===== config.mk =====
export PLATFORM = sky130hd
export DESIGN_NAME = four_channel_sound_generator_unit
export DESIGN_NICKNAME = d
export VERILOG_FILES = /design/src/hdl/fcsg_pkg.sv /design/src/hdl/fcsg_datapath.sv /design/src/hdl/fcsg_ctrl.sv /design/src/hdl/four_channel_sound_generator_unit.sv
export SDC_FILE = /design/constraint.sdc
export NUM_CORES = 2
export LEC_CHECK = 0
export BUFFER_PORTS_ARGS = -buffer_cell sky130_fd_sc_hd__buf_2
export CAP_MARGIN = 20
export CELL_PAD_IN_SITES_DETAIL_PLACEMENT = 1
export CELL_PAD_IN_SITES_GLOBAL_PLACEMENT = 1
export CORE_ASPECT_RATIO = 1.25
export CORE_MARGIN = 3
export CORE_UTILIZATION = 53
export CTS_CLUSTER_DIAMETER = 50
export DETAILED_ROUTE_END_ITERATION = 7
export GPL_TIMING_DRIVEN = 1
export PLACE_DENSITY_LB_ADDON = 0.1
export SYNTH_ARGS = -nofsm -noshare
export SYNTH_HDL_FRONTEND = slang
export SYNTH_HIERARCHICAL = 1
export SYNTH_SLANG_ARGS = --single-unit

===== constraint.sdc =====
create_clock -name clock -period 11.8 [get_ports clock]
set_input_delay 1.77 -clock clock [delete_from_list [all_inputs] [get_ports clock]]
set_output_delay 1.77 -clock clock [all_outputs]
set_load 0.005 [all_outputs]

===== src/hdl/fcsg_pkg.sv =====
// Shared types, constants and tables for the four-channel sound generator.
package fcsg_pkg;

   localparam int FramePeriodDefault = 8192;
   localparam logic [7:0] TicksDefault = 8'd95;

   localparam logic REQ_TICK  = 1'b0;
   localparam logic REQ_WRITE = 1'b1;

   typedef struct packed {
      logic       req_type;
      logic [5:0] reg_addr;
      logic [7:0] write_data;
   } req_type_type;

   typedef struct packed {
      logic [15:0] left_pcm;
      logic [15:0] right_pcm;
   } rsp_type;

   // controller to datapath
   typedef struct packed {
      logic do_write;
      logic do_tick;
   } cmd_type;

   // datapath to controller
   typedef struct packed {
      logic        emit;
      logic [15:0] left_pcm;
      logic [15:0] right_pcm;
   } stat_type;

   function automatic logic duty_bit(input logic [1:0] sel, input logic [2:0] pos);
      logic [7:0] row;
      begin
         unique case (sel)
            2'd0: row = 8'b1000_0000;
            2'd1: row = 8'b1000_0001;
            2'd2: row = 8'b1110_0001;
            default: row = 8'b0111_1110;
         endcase
         // row bit 0 is step 0
         duty_bit = row[pos];
      end
   endfunction

   function automatic logic [21:0] noise_period(input logic [7:0] r);
      logic [6:0] base;
      begin
         unique case (r[2:0])
            3'd0: base = 7'd8;
            3'd1: base = 7'd16;
            3'd2: base = 7'd32;
            3'd3: base = 7'd48;
            3'd4: base = 7'd64;
            3'd5: base = 7'd80;
            3'd6: base = 7'd96;
            default: base = 7'd112;
         endcase
         noise_period = {15'd0, base} << r[7:4];
      end
   endfunction

endpackage


===== src/hdl/fcsg_datapath.sv =====
// Datapath: register file, wave memory, channel state, mixer and downsampler.
module fcsg_datapath #(
   parameter int FRAME_PERIOD = fcsg_pkg::FramePeriodDefault
) (
   input  logic                   clock,
   input  logic                   reset,
   input  fcsg_pkg::cmd_type      cmd,
   input  fcsg_pkg::req_type_type req,
   input  logic [7:0]             ticks_per_output,
   output fcsg_pkg::stat_type     stat
);
   localparam int FW = $clog2(FRAME_PERIOD + 1);

   logic [7:0]  regs_ff [32];
   logic [7:0]  regs_in [32];
   logic [7:0]  wave_ff [16];
   logic [7:0]  wave_in [16];
   logic [3:0]  on_ff, on_in;
   logic [21:0] tmr_ff [4];
   logic [21:0] tmr_in [4];
   logic [2:0]  duty_ff [2];
   logic [2:0]  duty_in [2];
   logic [4:0]  wpos_ff, wpos_in;
   logic [14:0] lfsr_ff, lfsr_in;
   logic [8:0]  len_ff [4];
   logic [8:0]  len_in [4];
   logic [3:0]  envv_ff [3];
   logic [3:0]  envv_in [3];
   logic [3:0]  envt_ff [3];
   logic [3:0]  envt_in [3];
   logic [3:0]  envs_ff [3];
   logic [3:0]  envs_in [3];
   logic [10:0] shf_ff, shf_in;
   logic [11:0] swp_ff, swp_in;
   logic [FW-1:0] fcnt_ff, fcnt_in;
   logic [2:0]  fstep_ff, fstep_in;
   logic [7:0]  scnt_ff, scnt_in;
   logic        emit_ff, emit_in;
   logic [6:0]  lprod_ff, lprod_in, rprod_ff, rprod_in;
   logic [15:0] lpcm_ff, rpcm_ff;

   function automatic logic [21:0] pulse_per(input logic [7:0] lo, input logic [7:0] hi,
                                             input logic one_x);
      logic [11:0] d;
      begin
         d = 12'd2048 - {1'b0, hi[2:0], lo};
         pulse_per = one_x ? {9'd0, d, 1'b0} : {8'd0, d, 2'b00};
      end
   endfunction

   // power-on value of each sound register
   function automatic logic [7:0] reg_default(input logic [4:0] idx);
      logic [7:0] v;
      begin
         unique case (idx)
            5'd0:  v = 8'h80;
            5'd1:  v = 8'hBF;
            5'd2:  v = 8'hF3;
            5'd4:  v = 8'hBF;
            5'd6:  v = 8'h3F;
            5'd9:  v = 8'hBF;
            5'd10: v = 8'h7F;
            5'd11: v = 8'hFF;
            5'd12: v = 8'h9F;
            5'd14: v = 8'hBF;
            5'd16: v = 8'hFF;
            5'd19: v = 8'hBF;
            5'd20: v = 8'h77;
            5'd21: v = 8'hF3;
            5'd22: v = 8'hF1;
            default: v = 8'h00;
         endcase
         reg_default = v;
      end
   endfunction

   always_comb begin
      logic [7:0]  old;
      logic [7:0]  d;
      logic [5:0]  a;
      logic [2:0]  per, sh;
      logic [3:0]  t;
      logic [11:0] nf;
      logic [10:0] dd;
      logic        lc, sc, ec;
      logic [3:0]  s [4];
      logic [6:0]  l, r;
      logic [7:0]  b;
      logic        x;
      logic [14:0] lf;
      logic [7:0]  sc_next;
      for (int i = 0; i < 32; i++) regs_in[i] = regs_ff[i];
      for (int i = 0; i < 16; i++) wave_in[i] = wave_ff[i];
      on_in = on_ff;
      for (int i = 0; i < 4; i++) begin tmr_in[i] = tmr_ff[i]; len_in[i] = len_ff[i]; end
      for (int i = 0; i < 2; i++) duty_in[i] = duty_ff[i];
      for (int i = 0; i < 3; i++) begin
         envv_in[i] = envv_ff[i]; envt_in[i] = envt_ff[i]; envs_in[i] = envs_ff[i];
      end
      wpos_in = wpos_ff; lfsr_in = lfsr_ff; shf_in = shf_ff; swp_in = swp_ff;
      fcnt_in = fcnt_ff; fstep_in = fstep_ff; scnt_in = scnt_ff;
      emit_in = 1'b0; lprod_in = lprod_ff; rprod_in = rprod_ff;
      old = '0; d = req.write_data; a = req.reg_addr;
      per = '0; sh = '0; t = '0; nf = '0; dd = '0; lc = 1'b0; sc = 1'b0; ec = 1'b0;
      for (int i = 0; i < 4; i++) s[i] = '0;
      l = '0; r = '0; b = '0; x = 1'b0; lf = '0; sc_next = '0;

      if (cmd.do_write) begin
         if (a[5]) begin
            if (a[4] == 1'b0) wave_in[a[3:0]] = d;
         end else begin
            old = regs_ff[a[4:0]];
            regs_in[a[4:0]] = d;
            if (old != d && d[7]) begin
               if (a == 6'h04) begin
                  on_in[0] = 1'b1;
                  if (len_ff[0] == '0) len_in[0] = 9'd64;
                  tmr_in[0] = pulse_per(regs_ff[3], d, 1'b0);
                  envv_in[0] = regs_ff[2][7:4]; envs_in[0] = regs_ff[2][3:0];
                  envt_in[0] = {1'b0, regs_ff[2][2:0]};
                  shf_in = {d[2:0], regs_ff[3]};
                  per = regs_ff[0][6:4]; sh = regs_ff[0][2:0];
                  swp_in = {(per != 0) ? {1'b0, per} : 4'd8,
                            ((per != 0) || (sh != 0)), per, regs_ff[0][3], sh};
               end else if (a == 6'h09) begin
                  on_in[1] = 1'b1;
                  if (len_ff[1] == '0) len_in[1] = 9'd64;
                  tmr_in[1] = pulse_per(regs_ff[8], d, 1'b0);
                  envv_in[1] = regs_ff[7][7:4]; envs_in[1] = regs_ff[7][3:0];
                  envt_in[1] = {1'b0, regs_ff[7][2:0]};
               end else if (a == 6'h0E) begin
                  on_in[2] = 1'b1;
                  if (len_ff[2] == '0) len_in[2] = 9'd256;
                  tmr_in[2] = pulse_per(regs_ff[13], d, 1'b1);
                  wpos_in = '0;
               end else if (a == 6'h13) begin
                  on_in[3] = 1'b1;
                  if (len_ff[3] == '0) len_in[3] = 9'd64;
                  tmr_in[3] = fcsg_pkg::noise_period(regs_ff[18]);
                  envv_in[2] = regs_ff[17][7:4]; envs_in[2] = regs_ff[17][3:0];
                  envt_in[2] = {1'b0, regs_ff[17][2:0]};
                  lfsr_in = 15'h7FFF;
               end
            end
         end
      end else if (cmd.do_tick) begin
         if (!regs_ff[22][7]) begin
            regs_in[20] = 8'h77; regs_in[21] = 8'hF3; regs_in[22] = 8'hF1;
            regs_in[0] = 8'h80; regs_in[1] = 8'hBF; regs_in[2] = 8'hF3;
            regs_in[4] = 8'hBF; regs_in[6] = 8'h3F; regs_in[7] = 8'h00;
            regs_in[9] = 8'hBF; regs_in[10] = 8'h7F; regs_in[11] = 8'hFF;
            regs_in[12] = 8'h9F; regs_in[14] = 8'hBF; regs_in[16] = 8'hFF;
            regs_in[17] = 8'h00; regs_in[18] = 8'h00; regs_in[19] = 8'hBF;
            for (int i = 0; i < 16; i++) wave_in[i] = '0;
            on_in = '0;
            for (int i = 0; i < 4; i++) tmr_in[i] = '0;
            duty_in[0] = '0; duty_in[1] = '0; wpos_in = '0; lfsr_in = 15'h7FFF;
            fcnt_in = FW'(FRAME_PERIOD); fstep_in = '0; scnt_in = '0;
         end else begin
            if (fcnt_ff == '0) begin
               fcnt_in = FW'(FRAME_PERIOD);
               lc = (fstep_ff[0] == 1'b0);
               sc = (fstep_ff == 3'd2) || (fstep_ff == 3'd6);
               ec = (fstep_ff == 3'd7);
               fstep_in = fstep_ff + 3'd1;
            end else begin
               fcnt_in = fcnt_ff - FW'(1);
            end
            // sweep runs before length
            if (sc && swp_ff[7] && swp_ff[6:4] != 0) begin
               t = swp_ff[11:8];
               if (t > 4'd1) t = t - 4'd1;
               else begin
                  dd = shf_ff >> swp_ff[2:0];
                  nf = swp_ff[3] ? ({1'b0, shf_ff} - {1'b0, dd})
                                 : ({1'b0, shf_ff} + {1'b0, dd});
                  t = {1'b0, swp_ff[6:4]};
                  if (nf <= 12'd2047 && swp_ff[2:0] != 0) begin
                     shf_in = nf[10:0];
                     regs_in[3] = nf[7:0];
                     regs_in[4] = {regs_ff[4][7:3], nf[10:8]};
                  end else if (nf > 12'd2047) begin
                     on_in[0] = 1'b0;
                  end
               end
               swp_in = {t, swp_ff[7:0]};
            end
            if (lc) begin
               for (int i = 0; i < 4; i++) begin
                  if (regs_ff[4 + 5*i][6] && len_ff[i] != 0) begin
                     len_in[i] = len_ff[i] - 9'd1;
                     if (len_ff[i] == 9'd1) on_in[i] = 1'b0;
                  end
               end
            end
            if (ec) begin
               for (int e = 0; e < 3; e++) begin
                  if (envs_ff[e][2:0] != 0) begin
                     if (envt_ff[e] > 4'd1) envt_in[e] = envt_ff[e] - 4'd1;
                     else begin
                        envt_in[e] = {1'b0, envs_ff[e][2:0]};
                        if (envs_ff[e][3] && envv_ff[e] < 4'd15)
                           envv_in[e] = envv_ff[e] + 4'd1;
                        else if (!envs_ff[e][3] && envv_ff[e] > 4'd0)
                           envv_in[e] = envv_ff[e] - 4'd1;
                     end
                  end
               end
            end
            // channels use the on state as it stands after frame events
            for (int c = 0; c < 2; c++) begin
               if (on_in[c]) begin
                  if (tmr_ff[c] <= 22'd1) begin
                     tmr_in[c] = pulse_per(regs_in[3 + 5*c], regs_in[4 + 5*c], 1'b0);
                     duty_in[c] = duty_ff[c] + 3'd1;
                  end else tmr_in[c] = tmr_ff[c] - 22'd1;
                  s[c] = fcsg_pkg::duty_bit(regs_ff[1 + 5*c][7:6], duty_in[c])
                         ? envv_in[c] : 4'd0;
               end
            end
            if (on_in[2] && regs_ff[10][7]) begin
               if (tmr_ff[2] <= 22'd1) begin
                  tmr_in[2] = pulse_per(regs_ff[13], regs_ff[14], 1'b1);
                  wpos_in = wpos_ff + 5'd1;
               end else tmr_in[2] = tmr_ff[2] - 22'd1;
               b = wave_ff[wpos_in[4:1]];
               s[2] = wpos_in[0] ? b[3:0] : b[7:4];
               unique case (regs_ff[12][6:5])
                  2'd0: s[2] = 4'd0;
                  2'd1: s[2] = s[2];
                  2'd2: s[2] = s[2] >> 1;
                  default: s[2] = s[2] >> 2;
               endcase
            end
            if (on_in[3]) begin
               lf = lfsr_ff;
               if (tmr_ff[3] <= 22'd1) begin
                  x = lf[0] ^ lf[1];
                  tmr_in[3] = fcsg_pkg::noise_period(regs_ff[18]);
                  lf = {x, lf[14:1]};
                  if (regs_ff[18][3]) lf[6] = x;
                  lfsr_in = lf;
               end else tmr_in[3] = tmr_ff[3] - 22'd1;
               s[3] = lf[0] ? 4'd0 : envv_in[2];
            end
            for (int i = 0; i < 4; i++) begin
               if (regs_ff[21][4+i]) l = l + {3'd0, s[i]};
               if (regs_ff[21][i])   r = r + {3'd0, s[i]};
            end
            sc_next = scnt_ff + 8'd1;
            if (sc_next >= ticks_per_output) begin
               scnt_in = '0;
               emit_in = 1'b1;
               lprod_in = l;
               rprod_in = r;
            end else scnt_in = sc_next;
         end
      end
   end

   // master volume sampled at emit time; product formed next cycle
   logic [2:0] lmv_ff, rmv_ff;
   logic       emit2_ff;

   always_ff @(posedge clock) begin
      if (reset) begin
         for (int i = 0; i < 32; i++) regs_ff[i] <= reg_default(5'(i));
         for (int i = 0; i < 16; i++) wave_ff[i] <= '0;
         for (int i = 0; i < 4; i++) begin tmr_ff[i] <= '0; len_ff[i] <= '0; end
         for (int i = 0; i < 2; i++) duty_ff[i] <= '0;
         for (int i = 0; i < 3; i++) begin
            envv_ff[i] <= '0; envt_ff[i] <= '0; envs_ff[i] <= '0;
         end
         wpos_ff <= '0; lfsr_ff <= 15'h7FFF; shf_ff <= '0; swp_ff <= '0;
         fcnt_ff <= FW'(FRAME_PERIOD); fstep_ff <= '0; scnt_ff <= '0; on_ff <= '0;
         emit_ff <= 1'b0; emit2_ff <= 1'b0;
      end else begin
         for (int i = 0; i < 32; i++) regs_ff[i] <= regs_in[i];
         for (int i = 0; i < 16; i++) wave_ff[i] <= wave_in[i];
         for (int i = 0; i < 4; i++) begin tmr_ff[i] <= tmr_in[i]; len_ff[i] <= len_in[i]; end
         for (int i = 0; i < 2; i++) duty_ff[i] <= duty_in[i];
         for (int i = 0; i < 3; i++) begin
            envv_ff[i] <= envv_in[i]; envt_ff[i] <= envt_in[i]; envs_ff[i] <= envs_in[i];
         end
         wpos_ff <= wpos_in; lfsr_ff <= lfsr_in; shf_ff <= shf_in; swp_ff <= swp_in;
         fcnt_ff <= fcnt_in; fstep_ff <= fstep_in; scnt_ff <= scnt_in; on_ff <= on_in;
         emit_ff <= emit_in;
         emit2_ff <= emit_ff;
      end
      lprod_ff <= lprod_in; rprod_ff <= rprod_in;
      if (emit_in) begin
         lmv_ff <= regs_ff[20][2:0];
         rmv_ff <= regs_ff[20][6:4];
      end
      if (emit_ff) begin
         lpcm_ff <= {9'd0, lprod_ff} * {13'd0, lmv_ff} * 16'd120;
         rpcm_ff <= {9'd0, rprod_ff} * {13'd0, rmv_ff} * 16'd120;
      end
   end

   assign stat.emit      = emit2_ff;
   assign stat.left_pcm  = lpcm_ff;
   assign stat.right_pcm = rpcm_ff;

endmodule


===== src/hdl/fcsg_ctrl.sv =====
// Controller: request handshake, command issue and result holding register.
module fcsg_ctrl (
   input  logic                   clock,
   input  logic                   reset,
   input  logic                   req_valid,
   output logic                   req_ready,
   input  fcsg_pkg::req_type_type req_in,
   output logic                   rsp_valid,
   input  logic                   rsp_ready,
   output fcsg_pkg::rsp_type      rsp_out,
   output fcsg_pkg::cmd_type      cmd,
   input  fcsg_pkg::stat_type     stat
);
   typedef enum logic [1:0] {ST_IDLE, ST_WAIT1, ST_WAIT2} state_type;

   state_type         state_ff, state_in;
   logic              full_ff, full_in;
   logic              spare_ff, spare_in;
   fcsg_pkg::rsp_type data_ff, data_in;
   fcsg_pkg::rsp_type hold_ff, hold_in;
   logic              take;

   // a tick emits in ST_WAIT2; the spare slot catches it if the output still waits
   assign req_ready = (state_ff == ST_IDLE) && !spare_ff;
   assign take      = req_valid && req_ready;
   assign cmd.do_write = take && (req_in.req_type == fcsg_pkg::REQ_WRITE);
   assign cmd.do_tick  = take && (req_in.req_type == fcsg_pkg::REQ_TICK);

   always_comb begin
      state_in = state_ff;
      full_in  = full_ff;
      spare_in = spare_ff;
      data_in  = data_ff;
      hold_in  = hold_ff;
      if (rsp_valid && rsp_ready) full_in = 1'b0;
      // older pair moves up as soon as the output slot frees
      if (!full_in && spare_ff) begin
         full_in  = 1'b1;
         data_in  = hold_ff;
         spare_in = 1'b0;
      end
      unique case (state_ff)
         ST_IDLE:  if (cmd.do_tick) state_in = ST_WAIT1;
         ST_WAIT1: state_in = ST_WAIT2;
         default: begin
            state_in = ST_IDLE;
            if (stat.emit) begin
               if (!full_in) begin
                  full_in = 1'b1;
                  data_in.left_pcm  = stat.left_pcm;
                  data_in.right_pcm = stat.right_pcm;
               end else begin
                  spare_in = 1'b1;
                  hold_in.left_pcm  = stat.left_pcm;
                  hold_in.right_pcm = stat.right_pcm;
               end
            end
         end
      endcase
   end

   always_ff @(posedge clock) begin
      if (reset) begin
         state_ff <= ST_IDLE;
         full_ff  <= 1'b0;
         spare_ff <= 1'b0;
      end else begin
         state_ff <= state_in;
         full_ff  <= full_in;
         spare_ff <= spare_in;
      end
      data_ff <= data_in;
      hold_ff <= hold_in;
   end

   assign rsp_valid = full_ff;
   assign rsp_out   = data_ff;

endmodule


===== src/hdl/four_channel_sound_generator_unit.sv =====
// Top level of the four-channel sound generator.
// Usage:
//  The req channel carries one beat per register write or per sound clock
//  tick (req_type 0 = tick, 1 = write; reg_addr 32..47 addresses wave memory).
//  The rsp channel carries a left/right PCM pair every ticks_per_output ticks.
//  csr_write_enable/csr_write_data set ticks_per_output (reset value 95);
//  write it only while the block is idle.
// Tick path:
//  A write beat is taken while the controller stays idle. A tick beat first
//  updates the channels and registers the mix, then forms the master volume
//  product, then loads the output register, which raises rsp_valid. No new
//  beat is taken until the controller is back from ST_WAIT1 and ST_WAIT2.
// Reset:
//  Synchronous reset loads the power-on register defaults, clears wave
//  memory and channel state, sets the LFSR to all ones and drops rsp_valid.
// Stall:
//  A result waits in the output register while rsp_ready is low; one more
//  pair fits in a spare register, and req_ready stays low while that is
//  occupied, so no pair is ever lost.
module four_channel_sound_generator_unit #(
   parameter int FRAME_PERIOD = fcsg_pkg::FramePeriodDefault
) (
   input  logic                   clock,
   input  logic                   reset,
   input  logic                   req_valid,
   output logic                   req_ready,
   input  fcsg_pkg::req_type_type req_data,
   output logic                   rsp_valid,
   input  logic                   rsp_ready,
   output fcsg_pkg::rsp_type      rsp_data,
   input  logic                   csr_write_enable,
   input  logic [7:0]             csr_write_data
);
   logic [7:0]         tpo_ff;
   fcsg_pkg::cmd_type  cmd;
   fcsg_pkg::stat_type stat;

   always_ff @(posedge clock) begin
      if (reset) tpo_ff <= fcsg_pkg::TicksDefault;
      else if (csr_write_enable) tpo_ff <= csr_write_data;
   end

   fcsg_ctrl u_ctrl (
      .clock, .reset, .req_valid, .req_ready, .req_in(req_data),
      .rsp_valid, .rsp_ready, .rsp_out(rsp_data), .cmd, .stat
   );

   fcsg_datapath #(.FRAME_PERIOD(FRAME_PERIOD)) u_dp (
      .clock, .reset, .cmd, .req(req_data), .ticks_per_output(tpo_ff), .stat
   );

endmodule


Word-level counts from Yosys, hierarchy flattened --
Memories as Yosys holds them, arrays and structs flattened. Cells that the tools add are included. W data, S select, Z words.
Operators by class: add/sub/neg operators 38, $mul 4, div/mod/pow operators 0, magnitude comparators 23, equality and inequality tests 39, shift-type cells 3, muxes and demuxes 410, bitwise gates (word level) 75, reduce and logical (&&, ||, !) cells 69
Operator list (count):
- $mux W8 | 82
- $mux W128 | 5
- $mux W88 | 5
- $mux W22 | 17
- $mux W4 | 72
- $mux W12 | 23
- $bwmux W256 | 1
- $mux W256 | 1
- $mux W7 | 36
- $mux W32 | 7
- $mux W36 | 6
- $mux W56 | 3
- $mux W15 | 11
- $mux W9 | 17
- $mux W16 | 9
- $bwmux W128 | 1
- $mux W11 | 9
- $le A22 B1 Y1 const B | 4
- $sub A22 B1 Y22 const B | 4
- $mux W40 | 2
- $mux W72 | 1
- $sub A12 B11 Y12 const A | 6
- $mux W5 | 14
- $or A1 B1 Y1 | 67
- other kinds (76) | 258
Storage, ports and cells: register bits 190, bits in latches 0, memory bits (writable) 550, bits in read-only memories 0, input port bits 28, output and inout bits 34, word-level logic and storage cells 697, memories 8
Memory list:
- u_dp.regs_ff | depth 32, bits a word 8, read ports 33, clocked after Yosys merged registers in 0, write ports 32, line fcsg_datapath.sv:14 | logic [7:0] regs_ff [32];
- u_dp.wave_ff | depth 16, bits a word 8, read ports 17, clocked after Yosys merged registers in 0, write ports 16, line fcsg_datapath.sv:16 | logic [7:0] wave_ff [16];
- u_dp.tmr_ff | depth 4, bits a word 22, read ports 4, clocked after Yosys merged registers in 0, write ports 4, line fcsg_datapath.sv:19 | logic [21:0] tmr_ff [4];
- u_dp.len_ff | depth 4, bits a word 9, read ports 4, clocked after Yosys merged registers in 0, write ports 4, line fcsg_datapath.sv:25 | logic [8:0] len_ff [4];
- u_dp.envs_ff | depth 3, bits a word 4, read ports 3, clocked after Yosys merged registers in 0, write ports 3, line fcsg_datapath.sv:31 | logic [3:0] envs_ff [3];
- u_dp.envt_ff | depth 3, bits a word 4, read ports 3, clocked after Yosys merged registers in 0, write ports 3, line fcsg_datapath.sv:29 | logic [3:0] envt_ff [3];
- 2 more memories

Logic depth before layout (Yosys ltp) --
depth in word-level cells 39, gate-level depth with buffers 40, mapped depth without buffers 36

By module --
The synthesis kept the hierarchy.
Modules (own cells, without submodules):
- fcsg_datapath | instances 1, cells an instance 5037, area each 41133.2 µm², seq. area each 13873.3 µm²
- fcsg_ctrl | instances 1, cells an instance 232, area each 2831.5 µm², seq. area each 1681.6 µm²
- four_channel_sound_generator_unit | instances 1, cells an instance 26, area each 310.3 µm², seq. area each 160.2 µm²

Least setup slack after synthesis --
OpenSTA, ideal clock, no wires.
path kind register to register, start point register u_dp.swp_ff[0], end point register u_dp.lprod_ff[5] (data pin), setup time 0.263 ns, arrival time 7.231 ns, required time 11.537 ns, path slack 4.305 ns, cell stages (with the launch flop) 36, buffers on the path 3, period minus slack after synthesis 7.495 ns, cells stage by stage dfxtp_1 > clkbuf_1 > clkbuf_1 > mux4_2 > o21ai_0 > ha_1 > o21a_1 > a31oi_1 > or2_2 > xor2_1 > ha_1 > clkbuf_1 > o21ai_0 > nand2b_1 > a21oi_1 > a21o_1 > o211ai_1 > nand3_1 > nor2_1 > and3_1 > ha_1 > inv_1 > fa_1 > nor2_1 > a41oi_1 > inv_1 > ha_1 > a21o_1 > a21oi_1 > xor2_1 > a22oi_1 > ha_1 > nor2b_1 > o21ai_0 > nor2_1 > xnor2_1
On the way: word-level cells in the longest chain between the ends 31, elaborated cells between the ends (all ways) 35, classes of those cells add/sub: 5; order compare: 2; shift: 1; mux: 25; reduce/logical: 2
RTL lines:
- start: declaration | line fcsg_datapath.sv:34 | logic [11:0] swp_ff, swp_in;
- start signal: assignment | line fcsg_datapath.sv:285 | wpos_ff <= wpos_in; lfsr_ff <= lfsr_in; shf_ff <= shf_in; swp_ff <= swp_in;
- $shr A11 B3 Y11 | line fcsg_datapath.sv:174 | dd = shf_ff >> swp_ff[2:0];
- $add A11 B11 Y12 / $sub A11 B11 Y12 (equally long branches) | line fcsg_datapath.sv:176, fcsg_datapath.sv:175
- $mux W12 | line fcsg_datapath.sv:175 | nf = swp_ff[3] ? ({1'b0, shf_ff} - {1'b0, dd})
- $gt A12 B11 Y1 / $le A12 B11 Y1 (equally long branches) | line fcsg_datapath.sv:182, fcsg_datapath.sv:178
- $mux W1 / $logic_and A1 B1 Y1 (equally long branches) | line fcsg_datapath.sv:182, fcsg_datapath.sv:178
- $mux W1 (*) | line fcsg_datapath.sv:178 | if (nf <= 12'd2047 && swp_ff[2:0] != 0) begin
- $mux W1 (*) | line fcsg_datapath.sv:172 | if (t > 4'd1) t = t - 4'd1;
- $mux W1 (*) | line fcsg_datapath.sv:170 | if (sc && swp_ff[7] && swp_ff[6:4] != 0) begin
- (+15 left out)
- $mux W7 (*) | line fcsg_datapath.sv:108 | if (cmd.do_write) begin
- $add A7 B4 Y7 | line fcsg_datapath.sv:247 | if (regs_ff[21][4+i]) l = l + {3'd0, s[i]};
- $mux W7 (*) | line fcsg_datapath.sv:247
- $mux W7 (*) | line fcsg_datapath.sv:147 | if (!regs_ff[22][7]) begin
- $mux W7 (*) | line fcsg_datapath.sv:146 | end else if (cmd.do_tick) begin
- $mux W7 (*) | line fcsg_datapath.sv:108
- $add A7 B4 Y7 | line fcsg_datapath.sv:247
- $mux W7 (*) | line fcsg_datapath.sv:247
- end signal: assignment | line fcsg_datapath.sv:290 | lprod_ff <= lprod_in; rprod_ff <= rprod_in;
- end: declaration | line fcsg_datapath.sv:39 | logic [6:0] lprod_ff, lprod_in, rprod_ff, rprod_in;
Every way passes the cells marked *; elsewhere a longest branch is shown, timed or not. The select of a mux whose other input is x is not followed. A chain may end at the register's enable or synchronous reset.

Worst setup path in the final report --
start point register u_dp.swp_ff[1], end point register u_dp.lprod_ff[3] (data pin)
The elaborated chain is that of the path after synthesis.

==> summary.md <==
| Metric | Value |
|---|---|
| Post-synth EDFFs | `78` |
| VDD IR max | `0.1170 mV` |
| Global Route Usage Sum | `0.3605` |
| CTS tree | `yes` |
| Reg-to-Reg Start | `u_dp/swp_ff[1]$_SDFFE_PP0P_` |
| Clock power frac | `0.461` |
| Final setup vio count | `0` |
| CTS Hold Bufs | `0` |
| Netlist cell types | `108` |
| Net Sw Frac | `0.2909` |
| Core Area | `82130 µm²` |
| Crit path capture | `u_dp/lprod_ff[3]$_DFFE_PP_` |
| Setup TNS | `0 ns` |
| Ys async rst share | `0` |
| Number of cells on the worst reg-to-reg path | `31` |
| Slew @ Worst Pin | `1.169 ns` |
| Sequential element share of the synthesized area | `0.3549` |
| Port Buffers | `61` |
| Net Sw Power | `1.929 mW` |
| Hold Vio Cnt, Final | `0` |
| Flop pwr share | `0.400` |
| Top cell types by occurrence after synthesis | `dfxtp_1 (668), nor2_1 (643), nand2_1 (460)` |
| WS Path Type | `reg -> reg` |
| Highest-delay cell along the critical path | `dfxtp_1` |
| Post-Synthesis Cells | `5295` |
| Avg Vias per Cell | `6.733` |
| Crit path required time | `12.22 ns` |
| CTS resizes | `0` |
| Num rows | `117` |
| H-tree depth | `3` |
| Layout cells sized above 1 | `0.09292` |
| Pins Over Slew Limit | `0` |
| WP data arrival | `9.23 ns` |
| Post-synth top flop | `dfxtp_1` |
| Worst Setup End Kind | `register` |
| Gp weighted congestion | `0.9269` |
| Initial core utilization | `0.5391` |
| Grt total ovfl | `0` |
| Logic pwr share | `0.139` |
| Routed vias | `42616` |
| Status | `finished clean` |
| Relative slew slack | `0.2194` |
| Type of the worst min-delay path | `reg -> reg` |
| Num ports | `62` |
| R2r setup slk | `2.99 ns` |
| Max Cap Violations | `0` |
| Vias in the first global route | `43858` |
| Post-CTS setup buffers | `0` |
| Max frequency | `0.1135 GHz` |
| Area leader, netlist | `dfxtp_1` |
| Post-Syn Area | `44270 µm²` |
| Worst Path Max Fanout | `27` |
| Die footprint | `87060 µm²` |
| Post-Route WL | `161400 µm` |
| Post-DP HPWL | `106800 µm` |
| TritonCTS Buffers | `95` |
| Internal power of the cells | `4.702 mW` |
| Largest net degree at the start of global routing | `116` |
| Die height | `329.1 µm` |
| RSZ-0062 raised after global routing | `false` |
| FF+latch count, synth | `746` |
| TritonRoute pass-1 iters | `7` |
| CTS Buffer Depth | `3` |
| Reg clk slew, reported paths | `0.06 ns` |
| Leak | `18.23 nW` |
| Final Net Count | `5394` |
| Clk_skew | `0.02777 ns` |
| Clk sinks | `746` |
| Final worst path period share | `0.7467` |
| Capture point of the worst reg-to-reg path | `u_dp/lprod_ff[3]$_DFFE_PP_` |
| PD cells | `137.2 nW/µm²` |
| Root Driver | `clkbuf_16` |
| Yosys warning count | `6` |
| Die W | `264.5 µm` |
| Share of the synthesized area in the top cell type | `0.3020` |
| Crit path time final | `8.811 ns` |
| DRC violations left | `0` |
| Tot Pwr | `6.631 mW` |
| Slowest cell delay on critical path | `0.98 ns` |
| First-pass GRT wire length | `250400 µm` |
| Initial antenna violation count | `7` |
| Clock latency on the worst-skew pair | `0.67 ns` |
| Startpoint types | `register` |
| Wire length per cell | `25.50 µm` |
| ANT nets after route | `0` |
| Syn Area/Cell | `8.362 µm²` |
| Number of DRC markers in iteration 0 | `3748` |
| Synth area leaders | `dfxtp_1 (30%), nor2_1 (5.5%), edfxtp_1 (5.3%)` |
| Crit path from | `u_dp/swp_ff[1]$_SDFFE_PP0P_` |
| Area growth syn-to-layout | `9.182%` |
| Most common cell in the netlist | `dfxtp_1` |
[final cells by class]
type	count	area, µm²
antenna	6	15.01
multi-input combinational	3983	26250
clock buffer	118	2597
tap	1071	1340
timing repair buffer	154	1017
inverter	193	729.5
sequential	746	15720
fill	9689	33780
clock inverter	58	671.9
[worst max-delay path, delay by kind of cell, from the launching register on]
kind | cells | cell delay (ns)
AOI/OAI and AO/OA | 12 | 2.38
and+or+nand+nor | 9 | 2.14
adders and majority gates | 6 | 2.12
DFF | 1 | 0.98
muxes | 2 | 0.71
xor gates and xnor gates | 1 | 0.17
buffers and inverters | 1 | 0.07
[through the flow]
step / instance area, µm² / util / hold WS (ns) / setup slack, ns / std cells
finish: 48340 / 0.5886 / 0.4569 / 2.989 / 6329
global route: 48340 / 0.5886 / 0.4650 / 2.433 / 6327
CTS: 48290 / 0.5881 / 0.4544 / 3.079 / 6319
detailed placement: 45020 / 0.5482 / 0.4452 / 3.141 / 6143
global placement: 45020 / 0.5482 / 0.4345 / 3.394 / 6143
floorplan: 44290 / - / 0.4203 / 4.305 / 5300
[registers in the layout, summed over array words and instances, names as in the netlist, 4 cells and up]
register	count
u_dp/len_ff	36
u_dp/envs_ff	12
u_dp/rpcm_ff	13
u_ctrl/rsp_out	32
u_dp/envv_ff	12
u_dp/wave_ff	128
u_dp/lpcm_ff	13
u_dp/scnt_ff	8
u_dp/fcnt_ff	14
u_dp/rprod_ff	7
u_ctrl/hold_ff	32
u_dp/on_ff	4
u_dp/wpos_ff	5
u_dp/swp_ff	12
u_dp/lfsr_ff	15
u_dp/duty_ff	6
u_dp/regs_ff	256
u_dp/envt_ff	12
u_dp/tmr_ff	88
u_dp/lprod_ff	7
tpo_ff	8
u_dp/shf_ff	11
[how the worst min path moves through the flow]
stage	end	from	slack (ns)	cells past startpoint
3_5_place_dp	u_dp/len_ff[1][8]$_SDFFE_PP0P_	u_dp/len_ff[1][8]$_SDFFE_PP0P_	0.45	1
4_1_cts	u_dp/len_ff[1][8]$_SDFFE_PP0P_	u_dp/len_ff[1][8]$_SDFFE_PP0P_	0.45	1
5_1_grt	u_dp/len_ff[1][8]$_SDFFE_PP0P_	u_dp/len_ff[1][8]$_SDFFE_PP0P_	0.46	1
3_3_place_gp	u_dp/len_ff[0][8]$_SDFFE_PP0P_	u_dp/len_ff[0][8]$_SDFFE_PP0P_	0.43	1
6_report	u_dp/len_ff[0][8]$_SDFFE_PP0P_	u_dp/len_ff[0][8]$_SDFFE_PP0P_	0.46	1
2_1_floorplan	u_dp/rmv_ff[0]$_DFFE_PP_	u_dp/regs_ff[20][4]$_SDFFE_PP1P_	0.42	0
[power groups by stage]
stage               Combinational, mW  Clock (mW)  Sequential [mW]
floorplan                       0.633           0             2.69
CTS                             0.899        3.09             2.65
global route                    0.992        3.20             2.66
global placement                0.869           0             2.70
finish                          0.923        3.06             2.65
detailed placement              0.888           0             2.70
[logic make-up (layout without fill, tap and decap cells)]
family / after synthesis / count (layout) / synth area share
AOI/OAI and AO/OA: 1440 / 1440 / 0.2186
buffers and inverters: 571 / 523 / 0.05406
DFF: 746 / 746 / 0.3549
adders and majority gates: 194 / 194 / 0.06375
muxes: 216 / 216 / 0.06463
other: 1 / 12 / 0.00008470
and+or+nand+nor: 1961 / 1961 / 0.2111
xor gates and xnor gates: 166 / 166 / 0.03284
[cells in the final DEF, fill, tap and decap left out, drive strengths merged, types with 57 or more instances in the layout]
master    n
nand2b   78
or3      93
and2     57
nor2    645
nor4     62
a21oi   379
mux2i   128
o21ai   282
nand2   460
clkbuf  118
buf     154
inv     209
xnor2   104
edfxtp   78
dfxtp   668
nand3   134
a22oi   184
ha      140
nor3    177
xor2     62
[routing by layer]
| layer | global-route usage | up-vias | wire (µm) |
|---|---|---|---|
| met5 | 0 | - | 26 |
| li1 | - | 19005 | - |
| met2 | 0.6150 | 1749 | 77030 |
| met4 | 0.2024 | 4 | 9464 |
| met3 | 0.05356 | 535 | 11270 |
| met1 | 0.4372 | 21323 | 63600 |
Note: power is estimated with default switching activity, not from simulation.
